$ cat config.mk
export PLATFORM = sky130hd
export DESIGN_NAME = keyed_event_coalescing_table_top
export DESIGN_NICKNAME = d
export VERILOG_FILES = /design/src/rtl/kect_pkg.sv /design/src/rtl/kect_front.sv /design/src/rtl/kect_back.sv /design/src/rtl/keyed_event_coalescing_table_top.sv
export SDC_FILE = /design/constraint.sdc
export NUM_CORES = 2
export LEC_CHECK = 0
export ABC_AREA = 1
export BUFFER_PORTS_ARGS = -buffer_cell sky130_fd_sc_hd__buf_4
export CORE_MARGIN = 2
export CORE_UTILIZATION = 60
export DETAILED_ROUTE_END_ITERATION = 8
export GPL_ROUTABILITY_DRIVEN = 1
export PLACE_DENSITY = 0.89
export SETUP_SLACK_MARGIN = 0.15
export SYNTH_ARGS = -nofsm -noshare
export SYNTH_HDL_FRONTEND = slang
export SYNTH_SLANG_ARGS = --single-unit
$ cat constraint.sdc
create_clock -name clk_i -period 12.5 [get_ports clk_i]
set_clock_uncertainty 0.1 [all_clocks]
set_input_delay 2.5 -clock clk_i [delete_from_list [all_inputs] [get_ports clk_i]]
set_output_delay 2.5 -clock clk_i [all_outputs]
set_load 0.01 [all_outputs]
$ cat src/rtl/kect_pkg.sv
// Package for the keyed event coalescing table: constants, item types, queue entry.
// No dependencies.
`default_nettype none
package kect_pkg;
  localparam int Depth = 16;
  localparam int IdxW = $clog2(Depth);
  localparam int CntW = $clog2(Depth + 1);
  localparam logic [15:0] CountMax = 16'hFFFF;
  localparam logic [32:0] WaitCap = 33'd2147483;
  localparam logic [30:0] MsPerSec = 31'd1000;

  localparam logic [1:0] OpSubmit = 2'd0;
  localparam logic [1:0] OpSweep = 2'd1;
  localparam logic [1:0] OpFlush = 2'd2;
  localparam logic [1:0] OpUnused = 2'd3;
  localparam logic [1:0] KindStatus = 2'd0;
  localparam logic [1:0] KindEntry = 2'd1;
  localparam logic [1:0] KindEnd = 2'd2;
  localparam logic [1:0] StOk = 2'd0;
  localparam logic [1:0] StFull = 2'd1;
  localparam logic [1:0] StReject = 2'd2;

  typedef struct packed {
    logic [1:0] op;
    logic [31:0] key_id;
    logic [7:0] priority_req;
    logic [15:0] hold_seconds;
    logic [31:0] now_seconds;
  } in_item_t;

  typedef struct packed {
    logic [1:0] kind;
    logic [1:0] status;
    logic [31:0] out_key;
    logic [7:0] out_priority;
    logic [15:0] event_count;
    logic has_next;
    logic [30:0] next_wait_ms;
    logic last;
  } out_item_t;

  // command handed from front to back
  typedef struct packed {
    logic [1:0] op;
    logic [31:0] key;
    logic [7:0] prio;
    logic [32:0] expiry;
    logic [32:0] now;
    logic reject;
  } cmd_t;

  typedef enum logic [2:0] {
    StIdle, StMatch, StDrain, StWait, StMul, StEnd
  } back_state_e;
endpackage
`default_nettype wire

$ cat src/rtl/kect_front.sv
// Front: accepts items, drops unused opcodes, flags zero hold, queues commands.
// Depends on kect_pkg.
`default_nettype none
module kect_front import kect_pkg::*; (
  input  wire logic     clk_i,
  input  wire logic     rst_ni,
  input  wire logic     start_i,
  input  wire in_item_t in_i,
  output logic          busy_o,
  output logic          cmd_valid_o,
  output cmd_t          cmd_o,
  input  wire logic     cmd_pop_i
);
  cmd_t q_q [2];
  logic [1:0] cnt_q, cnt_d;
  logic wr_q, rd_q, push;
  cmd_t c;

  // classify
  always_comb begin
    c.op = in_i.op;
    c.key = in_i.key_id;
    c.prio = in_i.priority_req;
    c.now = {1'b0, in_i.now_seconds};
    c.expiry = {1'b0, in_i.now_seconds} + {17'd0, in_i.hold_seconds};
    c.reject = (in_i.hold_seconds == 16'd0);
  end

  assign busy_o = (cnt_q == 2'd2);
  assign push = start_i && !busy_o && (in_i.op != OpUnused);
  assign cmd_valid_o = (cnt_q != 2'd0);
  assign cmd_o = q_q[rd_q];
  assign cnt_d = cnt_q + {1'b0, push} - {1'b0, cmd_pop_i};

  // two-entry queue
  always_ff @(posedge clk_i or negedge rst_ni) begin
    if (!rst_ni) begin
      cnt_q <= '0;
      wr_q <= 1'b0;
      rd_q <= 1'b0;
    end else begin
      cnt_q <= cnt_d;
      if (push) wr_q <= ~wr_q;
      if (cmd_pop_i) rd_q <= ~rd_q;
    end
  end

  always_ff @(posedge clk_i) begin
    if (push) q_q[wr_q] <= c;
  end
endmodule
`default_nettype wire

$ cat src/rtl/kect_back.sv
// Back: table of slots, submit lookup, newest-first drain, wait calculation.
// Depends on kect_pkg.
`default_nettype none
module kect_back import kect_pkg::*; (
  input  wire logic clk_i,
  input  wire logic rst_ni,
  input  wire logic cmd_valid_i,
  input  wire cmd_t cmd_i,
  output logic      cmd_pop_o,
  output logic      res_valid_o,
  output out_item_t res_o
);
  logic [Depth-1:0] valid_q, valid_d;
  logic [31:0] key_q [Depth];
  logic [7:0] prio_q [Depth];
  logic [15:0] cnt_q [Depth];
  logic [32:0] exp_q [Depth];
  logic [IdxW-1:0] rank_q [Depth];
  logic [CntW-1:0] total_q, total_d, kept_q, kept_d;
  logic [CntW-1:0] r_q, r_d;
  back_state_e st_q, st_d;
  cmd_t c_q;
  logic hn_q, hn_d;
  logic [32:0] near_q, near_d;
  logic [30:0] ms_q;
  logic [32:0] diff;

  logic [Depth-1:0] hit, rk;
  logic any_hit, any_free;
  logic [IdxW-1:0] hit_i, free_i, rk_i;
  logic emit, keep, ins, coal, drop;

  // match key, free slot and current rank
  always_comb begin
    hit_i = '0; free_i = '0; rk_i = '0;
    for (int i = 0; i < Depth; i++) begin
      hit[i] = valid_q[i] && key_q[i] == c_q.key;
      rk[i] = valid_q[i] && {1'b0, rank_q[i]} == r_q;
    end
    for (int i = Depth - 1; i >= 0; i--) begin
      if (hit[i]) hit_i = IdxW'(i);
      if (!valid_q[i]) free_i = IdxW'(i);
      if (rk[i]) rk_i = IdxW'(i);
    end
    any_hit = |hit;
    any_free = ~&valid_q;
  end

  assign diff = near_q - c_q.now;

  // sequencer
  always_comb begin
    st_d = st_q; valid_d = valid_q; total_d = total_q; kept_d = kept_q;
    r_d = r_q; hn_d = hn_q; near_d = near_q;
    cmd_pop_o = 1'b0; res_valid_o = 1'b0; res_o = '0;
    emit = 1'b0; keep = 1'b0; ins = 1'b0; coal = 1'b0; drop = 1'b0;
    unique case (st_q)
      StIdle: begin
        if (cmd_valid_i) begin
          cmd_pop_o = 1'b1; r_d = '0; kept_d = '0; hn_d = 1'b0;
          st_d = (cmd_i.op == OpSubmit) ? StMatch : StDrain;
        end
      end
      StMatch: begin
        res_valid_o = 1'b1; res_o.kind = KindStatus; res_o.last = 1'b1;
        st_d = StIdle;
        if (c_q.reject) res_o.status = StReject;
        else if (any_hit) coal = 1'b1;
        else if (total_q >= CntW'(Depth) || !any_free) res_o.status = StFull;
        else begin
          ins = 1'b1; valid_d[free_i] = 1'b1; total_d = total_q + 1'b1;
        end
      end
      StDrain: begin
        if (r_q >= total_q) begin
          total_d = kept_q;
          st_d = hn_q ? StWait : StEnd;
        end else begin
          r_d = r_q + 1'b1;
          if (c_q.op == OpFlush || exp_q[rk_i] <= c_q.now) begin
            emit = 1'b1; valid_d[rk_i] = 1'b0;
            res_valid_o = 1'b1; res_o.kind = KindEntry;
            res_o.out_key = key_q[rk_i]; res_o.out_priority = prio_q[rk_i];
            res_o.event_count = cnt_q[rk_i];
          end else begin
            keep = 1'b1; kept_d = kept_q + 1'b1;
            if (!hn_q || exp_q[rk_i] < near_q) near_d = exp_q[rk_i];
            hn_d = 1'b1;
          end
        end
      end
      StWait: st_d = StMul;
      StMul: st_d = StEnd;
      StEnd: begin
        res_valid_o = 1'b1; res_o.kind = KindEnd; res_o.last = 1'b1;
        res_o.has_next = hn_q; res_o.next_wait_ms = hn_q ? ms_q : '0;
        st_d = StIdle;
      end
      default: st_d = StIdle;
    endcase
    drop = emit;
  end

  // control registers
  always_ff @(posedge clk_i or negedge rst_ni) begin
    if (!rst_ni) begin
      st_q <= StIdle; valid_q <= '0; total_q <= '0;
      kept_q <= '0; r_q <= '0; hn_q <= 1'b0;
    end else begin
      st_q <= st_d; valid_q <= valid_d; total_q <= total_d;
      kept_q <= kept_d; r_q <= r_d; hn_q <= hn_d;
    end
  end

  // slot payload and wait pipeline
  always_ff @(posedge clk_i) begin
    if (cmd_pop_o) c_q <= cmd_i;
    near_q <= near_d;
    if (st_q == StWait) ms_q <= 31'((diff > WaitCap) ? WaitCap : diff);
    if (st_q == StMul) ms_q <= 31'(ms_q[21:0] * MsPerSec);
    if (coal) begin
      if (cnt_q[hit_i] != CountMax) cnt_q[hit_i] <= cnt_q[hit_i] + 16'd1;
      exp_q[hit_i] <= c_q.expiry;
    end
    if (ins) begin
      for (int j = 0; j < Depth; j++)
        if (valid_q[j]) rank_q[j] <= rank_q[j] + 1'b1;
      key_q[free_i] <= c_q.key; prio_q[free_i] <= c_q.prio;
      cnt_q[free_i] <= 16'd1; exp_q[free_i] <= c_q.expiry;
      rank_q[free_i] <= '0;
    end
    if (keep && !drop) rank_q[rk_i] <= kept_q[IdxW-1:0];
  end
endmodule
`default_nettype wire

$ cat src/rtl/keyed_event_coalescing_table_top.sv
// Keyed event coalescing table: a submit's status item follows the command queue entry
// and the back's command register. A sweep or flush is popped, steps one rank per cycle
// through total_q ranks (an entry item for each emitted rank), takes a closing step,
// then gives the end item, after StWait and StMul when a wait in ms is computed.
// A two-entry command queue accepts items while the table works; busy when full.
// Asynchronous active-low reset empties the table and queue. Results cannot stall.
`default_nettype none
module keyed_event_coalescing_table_top import kect_pkg::*; (
  input  wire logic     clk_i,
  input  wire logic     rst_ni,
  input  wire logic     start,
  output logic          busy,
  input  wire in_item_t in_i,
  output logic          strobe_o,
  output out_item_t     res_o
);
  logic cv, pop;
  cmd_t cmd;

  // accept and queue
  kect_front u_front (
    .clk_i, .rst_ni, .start_i(start), .in_i, .busy_o(busy),
    .cmd_valid_o(cv), .cmd_o(cmd), .cmd_pop_i(pop)
  );

  // execute
  kect_back u_back (
    .clk_i, .rst_ni, .cmd_valid_i(cv), .cmd_i(cmd), .cmd_pop_o(pop),
    .res_valid_o(strobe_o), .res_o
  );
endmodule
`default_nettype wire

==> summary.txt <==
CTS
  • Root Driver: clkbuf_16
  • Post-CTS Hold Buffers: 0
  • Clock Latency Late Sink: 0.85 ns
  • H-tree levels: 4
  • Reg clk slew, reported paths: 0.06 ns
  • Cts bufs inserted: 190
  • Clock Tree Buf Depth: 3
  • Clock Sinks: 1915
  • CTS tree: built

Routing
  • Avg WL per Cell: 29.7 um
  • Initial DRC count: 11826
  • DR vias: 68781
  • Post-DRT Antenna Nets: 0
  • Vias per cell: 6.87
  • Pre-antenna DRT Iters: 9
  • Routed wire length: 297000 um
  • DRC errors left: 0

Final layout
  • Fill cells: 10178
  • Area of the multi-input gates: 28500 um2
  • Layout cells sized above 1: 0.0966
  • Util after Layout: 0.670
  • Layout Nets: 8285
  • Seq. cell area: 57300 um2
  • P&R area growth vs syn: 10.7%
  • Post-Layout Inst Area: 99200 um2

Synth
  • Top_reg_cell synth: edfxtp_1
  • Post-synth EDFFs: 1873
  • Synth unique cells: 70
  • Most frequent cell after synthesis: edfxtp_1
  • Syn nets: 8156
  • Ys Warns: 0
  • Mapped Area: 89600 um2
  • Cell taking the most area after synthesis: edfxtp_1
  • Post-synth top cells: 1873 x edfxtp_1, 1287 x nand2_1, 793 x o22ai_1
  • Post-synth top area share: 0.628
  • Synth top area cells: edfxtp_1 63%, o22ai_1 5.5%, nand2_1 5.4%, o21ai_0 3.4%, ha_1 2.8%
  • Ys async rst share: 0.0204
  • Fraction of the yosys area taken by sequential cells: 0.639
  • FF+latch count, synth: 1915
  • Syn Area/Cell: 11.5 um2
  • Post-synthesis instance total: 7782

Die
  • Initial Util: 0.605
  • Core Footprint: 148000 um2
  • Die height: 390 um
  • Io pins: 188
  • Die ar.: 152000 um2
  • Die width: 390 um
  • Floorplan row count: 141

GRT
  • Global-route wire length before repair: 427000 um
  • Gr ovfl total: 0
  • Initial antenna violation count: 12
  • Gr usage total: 0.382
  • Vias in the first global route: 66120
  • Largest net degree at the start of global routing: 146

Pwr
  • Comb pwr share: 0.467
  • Clock power share: 0.203
  • Switch share: 0.436
  • PwrDens: 280 nW/um2
  • Leakage: 36.0 nW
  • Switching power: 0.0121 W
  • Max IR drop VDD: 0.598 mV
  • Flop pwr share: 0.329
  • P_int: 0.0157 W
  • Overall Power: 0.0278 W

Setup path
  • Reg-to-reg slack, setup: 3.06 ns
  • CP Launch Type: register
  • WS Path Type: register to output port
  • Max incr delay on CP: 0.67 ns
  • Crit path arrival time: 9.20 ns
  • CP Capture Type: output port
  • Worst path bufs/invs: 8
  • Worst endpoint required time: 9.90 ns
  • Worst path slowest cell: dfrtp_1
  • Reg-to-reg startpoint: u_back.r_q[3]
  • CP delay by family, top: compound AO/OA/AOI/OAI gates
  • Reg2reg path depth: 39
  • Crit-path max FO: 62
  • Reg2Reg Capture Point: u_back.rank_q[14][3]

Job
  • Max-Cap Viols: 0

Timing
  • Slew HR: 0.117
  • RSZ-0062 raised after global routing: no
  • Tmin final: 11.80 ns
  • Fmax: 84.8 MHz
  • Final Hold Viols: 0
  • Setup TNS: 0 ns
  • Final setup vio count: 0
  • Max Slew Vio Count: 0
  • Actual slew at the worst max-slew pin: 1.31 ns
  • Final period util: 0.944

Placed design
  • Placed inst area: 93000 um2
  • Routability cong.: 1.07
  • Port Buffers: 187
  • Post-DP HPWL: 188000 um

Hold path
  • Min-delay src: u_front.q_q[0][4]
  • Hold Path Depth: 2
  • Hold Path Class: register to register
  • Worst hold endpoint: u_back.c_q[4]

Status
  • Run status: finished clean
[worst max-delay path by stage]
stage                      endpoint           from  slack (ns)  cells after the start
after floorplan           res_o[54]  u_back.r_q[3]        3.69                     42
after global placement    res_o[58]  u_back.r_q[3]        1.82                     48
after detailed placement  res_o[58]  u_back.r_q[3]        1.72                     48
after CTS                 res_o[58]  u_back.r_q[3]        0.68                     48
after global routing      res_o[77]  u_back.r_q[3]        0.21                     48
final                     res_o[77]  u_back.r_q[3]        0.70                     39
[repair_timing]
item / in CTS / in global routing
endpoints found under the hold margin: 0 / 0
endpoints found under the setup margin: 0 / 57
resized for setup: 0 / 3
buffers inserted: 0 / 0
[through the flow]
stage | hold WS, ns | instances | setup slack [ns]
final | 0.410 | 10010 | 0.701
after global routing | 0.432 | 10004 | 0.209
after CTS | 0.410 | 10004 | 0.685
after detailed placement | 0.395 | 9649 | 1.72
after global placement | 0.392 | 9649 | 1.82
after floorplan | 0.387 | 7782 | 3.69
[power groups by stage]
stage               clock [W]  sequential, W  combinational, W
CTS                   0.00564        0.00911            0.0126
global placement            0        0.00918            0.0119
global route          0.00587        0.00919            0.0141
floorplan                   0        0.00916           0.00835
detailed placement          0        0.00924            0.0124
finish                0.00565        0.00914            0.0130
[worst reg2reg max path, delay by kind of cell, from the launching register on]
family / cells / cell delay (ns)
compound gates: 19 / 4.09
flops: 1 / 0.67
simple gates: 14 / 2.71
fa+ha+maj: 1 / 0.29
buf+inv: 5 / 1.24
[metal layers]
| metal | share of wire | track usage |
|---|---|---|
| met2 | 0.43 | 0.563 |
| met4 | 0.074 | 0.238 |
| met3 | 0.15 | 0.114 |
| met5 | 0.00026 | 0 |
| met1 | 0.34 | 0.500 |
[state kept, by name, indices dropped and copies added (netlist names)]
register and cells:
u_back.st_q 3, u_back.hn_q 1, u_back.prio_q 128, u_back.ms_q 31, u_back.cnt_q 256, u_back.exp_q 528, u_back.total_q 5, u_front.q_q 216
u_back.key_q 512, u_back.kept_q 5, u_front.cnt_q 2, u_back.c_q 108, u_back.r_q 5, u_front.rd_q 1, u_back.rank_q 64, u_back.near_q 33
u_front.wr_q 1, u_back.valid_q 16
[cells by family after synthesis]
kind of cell    synth area share
buf+inv                   0.0476
simple gates               0.117
compound gates             0.125
xor+xnor                  0.0243
flops                      0.639
fa+ha+maj                 0.0459
[layout make-up]
type,count,share of cell area
antenna,6,0.000151
clock inverter,117,0.0110
sequential,1915,0.578
timing repair buffer,343,0.0263
inverter,597,0.0229
tap,1930,0.0243
clock buffer,238,0.0509
multi-input combinational,4864,0.287
[layout by cell type, fill, tap and decap left out, types with 10 or more instances in the layout]
cell        count
a211oi_1       23
a21oi_1       185
a221oi_1       29
a22o_1         41
a31oi_1        15
buf_4         340
bufinv_16      12
clkbuf_1       38
clkbuf_16     191
clkinv_1       46
clkinv_2       32
clkinvlp_4     10
dfrtp_1        38
edfxtp_1     1873
fa_1           80
ha_1          201
inv_1         555
inv_2          34
nand2_1      1285
nand3_1       283
nand3b_1       30
nand4_1       126
nor2_1        514
nor2_2         12
nor2_4         40
nor3_1         46
nor3_2         18
nor4_1         42
o2111a_1       31
o2111ai_1      21
o211ai_1       16
o21ai_0       608
o21ai_1        41
o21bai_1       14
o22ai_1       793
or2_2          24
xnor2_1       177
xor2_1         72
No activity file was read; power rests on OpenSTA's default activity.
